File: config.mk
export PLATFORM = sky130hd
export DESIGN_NAME = hybrid_tick_task_scheduler
export DESIGN_NICKNAME = d
export VERILOG_FILES = /design/src/hw/rtl/hts_pkg.sv /design/src/hw/rtl/hybrid_tick_task_scheduler.sv /design/src/hw/rtl/hts_cell.sv /design/src/hw/rtl/hts_upd.sv
export SDC_FILE = /design/constraint.sdc
export NUM_CORES = 1
export LEC_CHECK = 0
export ABC_CLOCK_PERIOD_IN_PS = 9400
export BUFFER_PORTS_ARGS = -buffer_cell sky130_fd_sc_hd__buf_2
export CORE_UTILIZATION = 50
export DETAILED_ROUTE_END_ITERATION = 16
export GPL_TIMING_DRIVEN = 0
export PLACE_DENSITY = 0.68
export SETUP_SLACK_MARGIN = 0.2
export SLEW_MARGIN = 20
export SYNTH_ARGS = -nofsm -noshare
export SYNTH_HDL_FRONTEND = slang
export SYNTH_SLANG_ARGS = --single-unit
File: constraint.sdc
create_clock -name clk -period 9.4 [get_ports clk]
set_input_delay 1.88 -clock clk [delete_from_list [all_inputs] [get_ports clk]]
set_output_delay 1.88 -clock clk [all_outputs]
set_load 0.05 [all_outputs]
File: src/hw/rtl/hts_pkg.sv
// Shared types, codes and sizes of the tick task scheduler.
// No dependencies; every other file of the block imports this package.
package hts_pkg;

  localparam int TASK_SLOTS  = 8;
  localparam int TIME_WIDTH  = 16;
  localparam int COUNT_WIDTH = 8;

  // slot index inside the ring
  localparam int IDX_W   = (TASK_SLOTS > 1) ? $clog2(TASK_SLOTS) : 1;
  // port widths fixed by the item format
  localparam int SEL_W   = 3;
  localparam int TSLOT_W = 4;
  localparam int KIND_W  = 3;

  typedef enum logic [1:0] {
    CMD_TICK     = 2'd0,
    CMD_ADD      = 2'd1,
    CMD_DELETE   = 2'd2,
    CMD_DISPATCH = 2'd3
  } cmd_t;

  typedef enum logic [KIND_W-1:0] {
    KIND_PREEMPT  = 3'd0,
    KIND_COOP     = 3'd1,
    KIND_ADD      = 3'd2,
    KIND_DELETE   = 3'd3,
    KIND_TICKDONE = 3'd4,
    KIND_DISPDONE = 3'd5
  } kind_t;

  // one task slot
  typedef struct packed {
    logic                   valid;
    logic                   coop;
    logic [TIME_WIDTH-1:0]  delay;
    logic [TIME_WIDTH-1:0]  period;
    logic [COUNT_WIDTH-1:0] pending;
  } slot_t;

  // latched command item
  typedef struct packed {
    cmd_t                  cmd;
    logic [SEL_W-1:0]      sel;
    logic [TIME_WIDTH-1:0] first_delay;
    logic [TIME_WIDTH-1:0] repeat_period;
    logic                  cooperative;
  } req_t;

  // per-step control handed from the slot updater to the sequencer
  typedef struct packed {
    logic  emit;
    kind_t kind;
    logic  placed;
    logic  hit;
  } upd_res_t;

endpackage

File: src/hw/rtl/hybrid_tick_task_scheduler.sv
// Top level of the tick task scheduler: command sequencer, slot ring, result register.
// Depends on hts_pkg, hts_cell and hts_upd.
//
// Usage: one command item enters on in_* (tick, add, delete, dispatch). The block
// answers with one or more result items on out_*, the final one with out_last set.
// Run items (pre-emptive at tick, cooperative at dispatch) come in ascending slot
// order, ahead of the completion item.
// The task table sits in a ring of TASK_SLOTS cells. Every command walks the ring
// once: each cycle that the walk is not held, the head slot passes through the
// update unit and re-enters at the tail, so after TASK_SLOTS steps each slot is
// back in its own cell. The done state then loads the completion item, and the
// next command is taken in the cycle after the completion item is loaded.
// in_stall is high while a command is in progress; a finished result may still sit
// in the output register when the next command is accepted.
// When out_stall is high and the output register is full, a walk step that has a
// run item to emit waits; steps with nothing to emit go on.
// Reset (rst_n low, synchronous) empties the table, clears the sticky error and
// drops out_valid; the block is ready in the first cycle after reset.
module hybrid_tick_task_scheduler (
  input  logic                          clk,
  input  logic                          rst_n,
  // command channel
  input  logic                          in_valid,
  output logic                          in_stall,
  input  logic [1:0]                    in_cmd,
  input  logic [hts_pkg::SEL_W-1:0]      in_slot,
  input  logic [hts_pkg::TIME_WIDTH-1:0] in_first_delay,
  input  logic [hts_pkg::TIME_WIDTH-1:0] in_repeat_period,
  input  logic                          in_cooperative,
  // result channel
  output logic                          out_valid,
  input  logic                          out_stall,
  output logic [hts_pkg::KIND_W-1:0]     out_reply_kind,
  output logic [hts_pkg::TSLOT_W-1:0]    out_task_slot,
  output logic                          out_success,
  output logic                          out_error_seen,
  output logic                          out_last
);
  import hts_pkg::*;

  typedef enum logic [2:0] {
    S_IDLE = 3'b001,
    S_WALK = 3'b010,
    S_DONE = 3'b100
  } state_t;

  localparam logic [IDX_W-1:0] LAST_IDX = IDX_W'(TASK_SLOTS - 1);

  state_t           state_r, state_nxt;
  logic [IDX_W-1:0] idx_r, idx_nxt;
  req_t             req_r;
  logic             found_r, found_nxt;
  logic [IDX_W-1:0] found_idx_r, found_idx_nxt;
  logic             ok_r, ok_nxt;
  logic             error_r, error_nxt;

  logic                out_valid_r, out_valid_nxt;
  logic [KIND_W-1:0]   out_kind_r, out_kind_nxt;
  logic [TSLOT_W-1:0]  out_tslot_r, out_tslot_nxt;
  logic                out_success_r, out_success_nxt;
  logic                out_error_r, out_error_nxt;
  logic                out_last_r, out_last_nxt;

  logic      accept;
  logic      can_load;
  logic      step;
  logic      out_load;
  logic      sel_match;
  slot_t     cell_q [TASK_SLOTS];
  slot_t     cell_d [TASK_SLOTS];
  slot_t     upd_slot;
  upd_res_t  upd_res;

  assign in_stall  = (state_r != S_IDLE);
  assign accept    = in_valid && !in_stall;
  assign can_load  = !out_valid_r || !out_stall;
  // the walk holds only when it has a run item and nowhere to put it
  assign step      = (state_r == S_WALK) && (!upd_res.emit || can_load);
  assign sel_match = (32'(idx_r) == 32'(req_r.sel));

  // ---- slot ring: head is cell 0, tail takes the updated head ----
  for (genvar g = 0; g < TASK_SLOTS; g++) begin : g_ring
    if (g == TASK_SLOTS - 1) begin : g_tail
      assign cell_d[g] = upd_slot;
    end else begin : g_body
      assign cell_d[g] = cell_q[g+1];
    end
    hts_cell u_cell (
      .clk     (clk),
      .rst_n   (rst_n),
      .shift_en(step),
      .d_in    (cell_d[g]),
      .q       (cell_q[g])
    );
  end

  hts_upd u_upd (
    .req      (req_r),
    .cur      (cell_q[0]),
    .sel_match(sel_match),
    .found    (found_r),
    .nxt      (upd_slot),
    .res      (upd_res)
  );

  // ---- sequencer and result register ----
  always_comb begin
    state_nxt       = state_r;
    idx_nxt         = idx_r;
    found_nxt       = found_r;
    found_idx_nxt   = found_idx_r;
    ok_nxt          = ok_r;
    error_nxt       = error_r;
    out_load        = 1'b0;
    out_kind_nxt    = out_kind_r;
    out_tslot_nxt   = out_tslot_r;
    out_success_nxt = out_success_r;
    out_error_nxt   = out_error_r;
    out_last_nxt    = out_last_r;

    unique case (state_r)
      S_IDLE: begin
        if (accept) begin
          state_nxt = S_WALK;
          idx_nxt   = '0;
          found_nxt = 1'b0;
          ok_nxt    = 1'b0;
        end
      end
      S_WALK: begin
        if (step) begin
          if (upd_res.placed) begin
            found_nxt     = 1'b1;
            found_idx_nxt = idx_r;
          end
          if (upd_res.hit) begin
            ok_nxt = 1'b1;
          end
          if (upd_res.emit) begin
            out_load        = 1'b1;
            out_kind_nxt    = upd_res.kind;
            out_tslot_nxt   = TSLOT_W'(idx_r);
            out_success_nxt = 1'b0;
            out_error_nxt   = error_r;
            out_last_nxt    = 1'b0;
          end
          if (idx_r == LAST_IDX) begin
            idx_nxt   = '0;
            state_nxt = S_DONE;
          end else begin
            idx_nxt = idx_r + 1'b1;
          end
        end
      end
      S_DONE: begin
        if (can_load) begin
          out_load        = 1'b1;
          out_last_nxt    = 1'b1;
          out_tslot_nxt   = '0;
          out_success_nxt = 1'b0;
          state_nxt       = S_IDLE;
          unique case (req_r.cmd)
            CMD_TICK: begin
              out_kind_nxt = KIND_TICKDONE;
            end
            CMD_ADD: begin
              out_kind_nxt    = KIND_ADD;
              out_success_nxt = found_r;
              out_tslot_nxt   = found_r ? TSLOT_W'(found_idx_r) : TSLOT_W'(TASK_SLOTS);
            end
            CMD_DELETE: begin
              out_kind_nxt    = KIND_DELETE;
              out_success_nxt = ok_r;
              out_tslot_nxt   = TSLOT_W'(req_r.sel);
              if (!ok_r) begin
                error_nxt = 1'b1;
              end
            end
            CMD_DISPATCH: begin
              out_kind_nxt = KIND_DISPDONE;
            end
            default: begin
              out_kind_nxt = KIND_TICKDONE;
            end
          endcase
          out_error_nxt = error_nxt;
        end
      end
      default: begin
        state_nxt = S_IDLE;
      end
    endcase

    if (out_load) begin
      out_valid_nxt = 1'b1;
    end else if (out_stall) begin
      out_valid_nxt = out_valid_r;
    end else begin
      out_valid_nxt = 1'b0;
    end
  end

  always_ff @(posedge clk) begin
    if (!rst_n) begin
      state_r     <= S_IDLE;
      idx_r       <= '0;
      found_r     <= 1'b0;
      ok_r        <= 1'b0;
      error_r     <= 1'b0;
      out_valid_r <= 1'b0;
    end else begin
      state_r     <= state_nxt;
      idx_r       <= idx_nxt;
      found_r     <= found_nxt;
      ok_r        <= ok_nxt;
      error_r     <= error_nxt;
      out_valid_r <= out_valid_nxt;
    end
  end

  // payload registers, no reset
  always_ff @(posedge clk) begin
    if (accept) begin
      req_r.cmd           <= cmd_t'(in_cmd);
      req_r.sel           <= in_slot;
      req_r.first_delay   <= in_first_delay;
      req_r.repeat_period <= in_repeat_period;
      req_r.cooperative   <= in_cooperative;
    end
    found_idx_r   <= found_idx_nxt;
    out_kind_r    <= out_kind_nxt;
    out_tslot_r   <= out_tslot_nxt;
    out_success_r <= out_success_nxt;
    out_error_r   <= out_error_nxt;
    out_last_r    <= out_last_nxt;
  end

  assign out_valid      = out_valid_r;
  assign out_reply_kind = out_kind_r;
  assign out_task_slot  = out_tslot_r;
  assign out_success    = out_success_r;
  assign out_error_seen = out_error_r;
  assign out_last       = out_last_r;

  // ---- assertions ----
  a_accept_walks: assert property (@(posedge clk) disable iff (!rst_n)
    accept |=> (state_r == S_WALK))
    else $error("accepted command did not start a ring walk");

  a_last_from_done: assert property (@(posedge clk) disable iff (!rst_n)
    (out_load && out_last_nxt) |-> (state_r == S_DONE))
    else $error("completion item loaded outside the done state");

  a_error_sticky: assert property (@(posedge clk) disable iff (!rst_n)
    error_r |=> error_r)
    else $error("sticky error flag dropped");

  a_idle_idx_zero: assert property (@(posedge clk) disable iff (!rst_n)
    (state_r == S_IDLE) |-> (idx_r == '0))
    else $error("ring left unaligned at end of command");

endmodule

File: src/hw/rtl/hts_cell.sv
// One storage cell of the slot ring: holds a task slot, takes its neighbour's on shift.
// Depends on hts_pkg.
module hts_cell (
  input  logic          clk,
  input  logic          rst_n,
  input  logic          shift_en,
  input  hts_pkg::slot_t d_in,
  output hts_pkg::slot_t q
);
  import hts_pkg::*;

  slot_t q_r;

  always_ff @(posedge clk) begin
    if (!rst_n) begin
      q_r <= '0;
    end else if (shift_en) begin
      q_r <= d_in;
    end
  end

  assign q = q_r;

endmodule

File: src/hw/rtl/hts_upd.sv
// Slot update unit: applies the current command to the slot at the head of the ring.
// Depends on hts_pkg.
module hts_upd (
  input  hts_pkg::req_t    req,
  input  hts_pkg::slot_t   cur,
  input  logic             sel_match,
  input  logic             found,
  output hts_pkg::slot_t   nxt,
  output hts_pkg::upd_res_t res
);
  import hts_pkg::*;

  slot_t cleared;

  always_comb begin
    cleared         = '0;
    cleared.coop    = cur.coop;   // cooperative mark survives a clear
    nxt             = cur;
    res             = '0;
    res.kind        = KIND_PREEMPT;
    unique case (req.cmd)
      CMD_TICK: begin
        if (cur.valid) begin
          if (cur.delay == '0) begin
            if (!cur.coop) begin
              res.emit = 1'b1;
              res.kind = KIND_PREEMPT;
              if (cur.period == '0) begin
                nxt = cleared;
              end else begin
                nxt.delay = cur.period;
              end
            end else begin
              if (cur.pending != '1) begin
                nxt.pending = cur.pending + 1'b1;
              end
              nxt.delay = cur.period;
            end
          end else begin
            nxt.delay = cur.delay - 1'b1;
          end
        end
      end
      CMD_ADD: begin
        if (!cur.valid && !found) begin
          res.placed  = 1'b1;
          nxt.valid   = 1'b1;
          nxt.delay   = req.first_delay;
          nxt.period  = req.repeat_period;
          nxt.pending = '0;
          nxt.coop    = req.cooperative;
        end
      end
      CMD_DELETE: begin
        if (sel_match) begin
          res.hit = cur.valid;
          nxt     = cleared;
        end
      end
      CMD_DISPATCH: begin
        if (cur.valid && cur.coop && (cur.pending != '0)) begin
          res.emit    = 1'b1;
          res.kind    = KIND_COOP;
          nxt.pending = cur.pending - 1'b1;
          if (cur.period == '0) begin
            nxt = cleared;
          end
        end
      end
      default: begin
        nxt = cur;
      end
    endcase
  end

endmodule

==> results by group <==
Run status
  • Outcome: finished, final reports clean

Power
  • Leakage power: ~5.9 nW
  • Pwr dens: between 150 and 200 nW/µm²
  • Design Power: around 3.6 mW
  • VDD IR max: roughly 0.00015 V

Worst hold path
  • Hold path depth: 2
  • Class of the worst hold path: reg -> reg
  • Hold wc startpoint: g_ring[3].u_cell.q[11]

Worst setup path
  • Critical Path RT: about 10000 ps
  • Slowest CP cell: clkbuf_1
  • Crit path capture type: register
  • FF-to-FF End: g_ring[0].u_cell.q[22]
  • Crit-path cells: buf_2 > nand2_1 > a2111oi_0 > a211oi_1 > clkbuf_1 > clkbuf_1 > clkbuf_1 > nand2_1 > a21oi_1
  • Worst Path Arrival: about 4800 ps
  • CP max stage delay: ~600 ps
  • Critical Path Source: out_stall
  • Crit path to: g_ring[0].u_cell.q[22]
  • CP Class: in -> reg
  • Crit path max fanout: 10
  • Reg2Reg Setup Slack: around 5200 ps
  • Worst reg2reg path startpoint: g_ring[0].u_cell.q[0]
  • Worst path most repeated cell: clkbuf_1
  • Worst Setup Start Kind: primary input
  • Reg2Reg Depth: 11

Logic synthesis
  • Mean Syn Cell Area: ~8.2 µm²
  • Dominant cell by count in the synthesized netlist: nand2_1
  • Warnings, synthesis: 0
  • Top cell type's share of synthesized area: 44.2%
  • Seq/Total Area, Yosys: approximately 54%
  • Ranking of synthesized cells by area: dfxtp_1 (44%), nand2_1 (15%), a21oi_1 (11%)
  • Synth top cells by count: nand2_1 (628), dfxtp_1 (346), a21oi_1 (344), clkbuf_1 (111), edfxtp_1 (51)
  • Ys flop type: dfxtp_1
  • Post-synthesis register bit count: roughly 400
  • Ys async rst share: 0%
  • Synth unique cells: 65
  • EDFF count, synth: between 50 and 60
  • Post-Syn Area: ~16000 µm²
  • Net Count, Synth: ~2.0k
  • Cells after Synth: 1904
  • Synth area leader: dfxtp_1

Clock tree
  • CTS Buf Count: 42
  • Post-CTS sizing: 0
  • Clk_lat worst skew: roughly 550 ps
  • Clk root buf: clkbuf_16
  • Clk sinks: 397
  • Clock slew at reported path FFs: ~60 ps
  • Clock buffer depth: 3
  • TritonCTS clock tree: done
  • Hold_buf cts: 0
  • H-tree levels: 2
  • Post-CTS Setup Repair Bufs: 0

STA
  • Final clock skew: between 15 and 20 ps
  • Worst-margin pin slew: roughly 1200 ps
  • Peak Freq: 0.232 GHz
  • Relative slew slack: between 20% and 30%
  • Min Tclk post-route: approximately 4300 ps
  • Pins Over Slew Limit: 0
  • Setup violators final: 0
  • Hold WS: approximately 450 ps
  • Final Hold Vio Count: 0
  • Final setup TNS: 0 ps
  • RSZ-0062 raised after global routing: false
  • Final worst path period share: a little under half

Die
  • IO Pins: 54
  • Die ar.: ~32000 µm²
  • Initial core utilization: 51.1%
  • Die height: between 150 and 200 µm
  • Die width: between 150 and 200 µm
  • Core Footprint: 30700 µm²
  • Row count: 64

Routing
  • DR vias: 14.2k
  • Wl on met1: between 20000 and 25000 µm
  • Met2 WL: approximately 25000 µm
  • Total Wirelength: 51400 µm
  • Metal3 WL: 3230 µm
  • Drt pass-1 iters: 6
  • Via density: just under 6
  • Drt initial violations: ~1.2k
  • Drt drc: 0
  • Routed len/inst: ~21 µm
  • Routed Antenna Nets: 0
  • Max Used Layer: met4

Cells and area
  • Design Area, Final: around 18000 µm²
  • Fraction of layout cells with a size suffix above 1: under 10%
  • Number of inserted diodes: 0
  • Finished Core Util: 58.2%
  • Final #Nets: between 2k and 2.5k
  • Synth-to-Final Area Change: 13.9%

Placement
  • IO Port Bufs: 52
  • Placed Area: 16500 µm²
  • Placer congestion estimate: about 0.98
  • Final HPWL DP: between 30000 and 40000 µm

GRT
  • Initial antenna violation count: 0
  • Tot GR Track Use: roughly a third
  • Largest net degree at the start of global routing: 29
  • First-pass GRT wire length: slightly below 80000 µm
  • Vias in the first global route: between 10k and 15k
  • GRT overflow: 0

Flow run
  • Max Cap Viol: 0
[registers in the layout (all words and copies together) (netlist names)]
register,cells
out_valid,1
found_idx_r,3
error_r,1
out_task_slot,4
out_error_seen,1
out_last,1
ok_r,1
found_r,1
req_r,38
idx_r,3
out_reply_kind,3
g_ring.u_cell.q,336
state_r,3
out_success,1
[stage by stage]
stage | worst slack, ps | instances
after floorplan | 5060 | 1904
after global placement | 3900 | 2352
after detailed placement | 4630 | 2353
after CTS | 5180 | 2429
after global routing | 4960 | 2429
final | 5090 | 2429
[area by class of cell]
class | instances | area, µm²
Multi-Input combinational cell | 1336 | 6530
Fill cell | 2867 | 12800
Inverter | 18 | 67.6
Buffer | 153 | 626
Clock inverter | 13 | 88.8
Tap cell | 396 | 495
Clock buffer | 63 | 1290
Sequential cell | 397 | 8460
Timing Repair Buffer | 53 | 280
[layer usage]
layer  vias up  track usage, %
met1      6767            40.3
met2       524            55.9
met5         -               0
met3       121            5.75
li1       6755               -
met4         0            12.2
[how the worst min path moves through the flow]
| stage | to |
|---|---|
| 2_1_floorplan | g_ring[6].u_cell.q[6] |
| 3_3_place_gp | g_ring[3].u_cell.q[19] |
| 3_5_place_dp | g_ring[2].u_cell.q[35] |
| 4_1_cts | g_ring[2].u_cell.q[11] |
| 5_1_grt | g_ring[0].u_cell.q[30] |
| 6_report | g_ring[2].u_cell.q[11] |
[report_power, final]
| group | switching (mW) | internal, mW |
|---|---|---|
| combinational | 0.120 | 0.0357 |
| sequential | 0.0108 | 1.73 |
| clock | 0.692 | 0.959 |
[logic make-up after synthesis]
group | after synthesis | synth area share (%)
buf+inv | 171 | 4.42
fa+ha+maj | 10 | 0.799
simple gates | 800 | 21.1
compound gates | 516 | 19.1
mux | 6 | 0.407
xor+xnor | 4 | 0.224
flops | 397 | 54.0
[cells in the final DEF, fill, tap and decap left out, types with 34 or more instances in the layout]
master,instances
nand2_1,628
dfxtp_1,346
a21oi_1,344
clkbuf_1,120
buf_2,92
edfxtp_1,51
nand3_1,50
clkbuf_16,46
o21ai_0,35
nor2_1,34
[worst max-delay path, delay by kind of cell]
family / cells / cell delay (ps)
AND/OR/NAND/NOR: 2 / 450
buffers and inverters: 4 / 1760
AO/OA/AOI/OAI: 3 / 690
(Power assumes the default switching activity.)
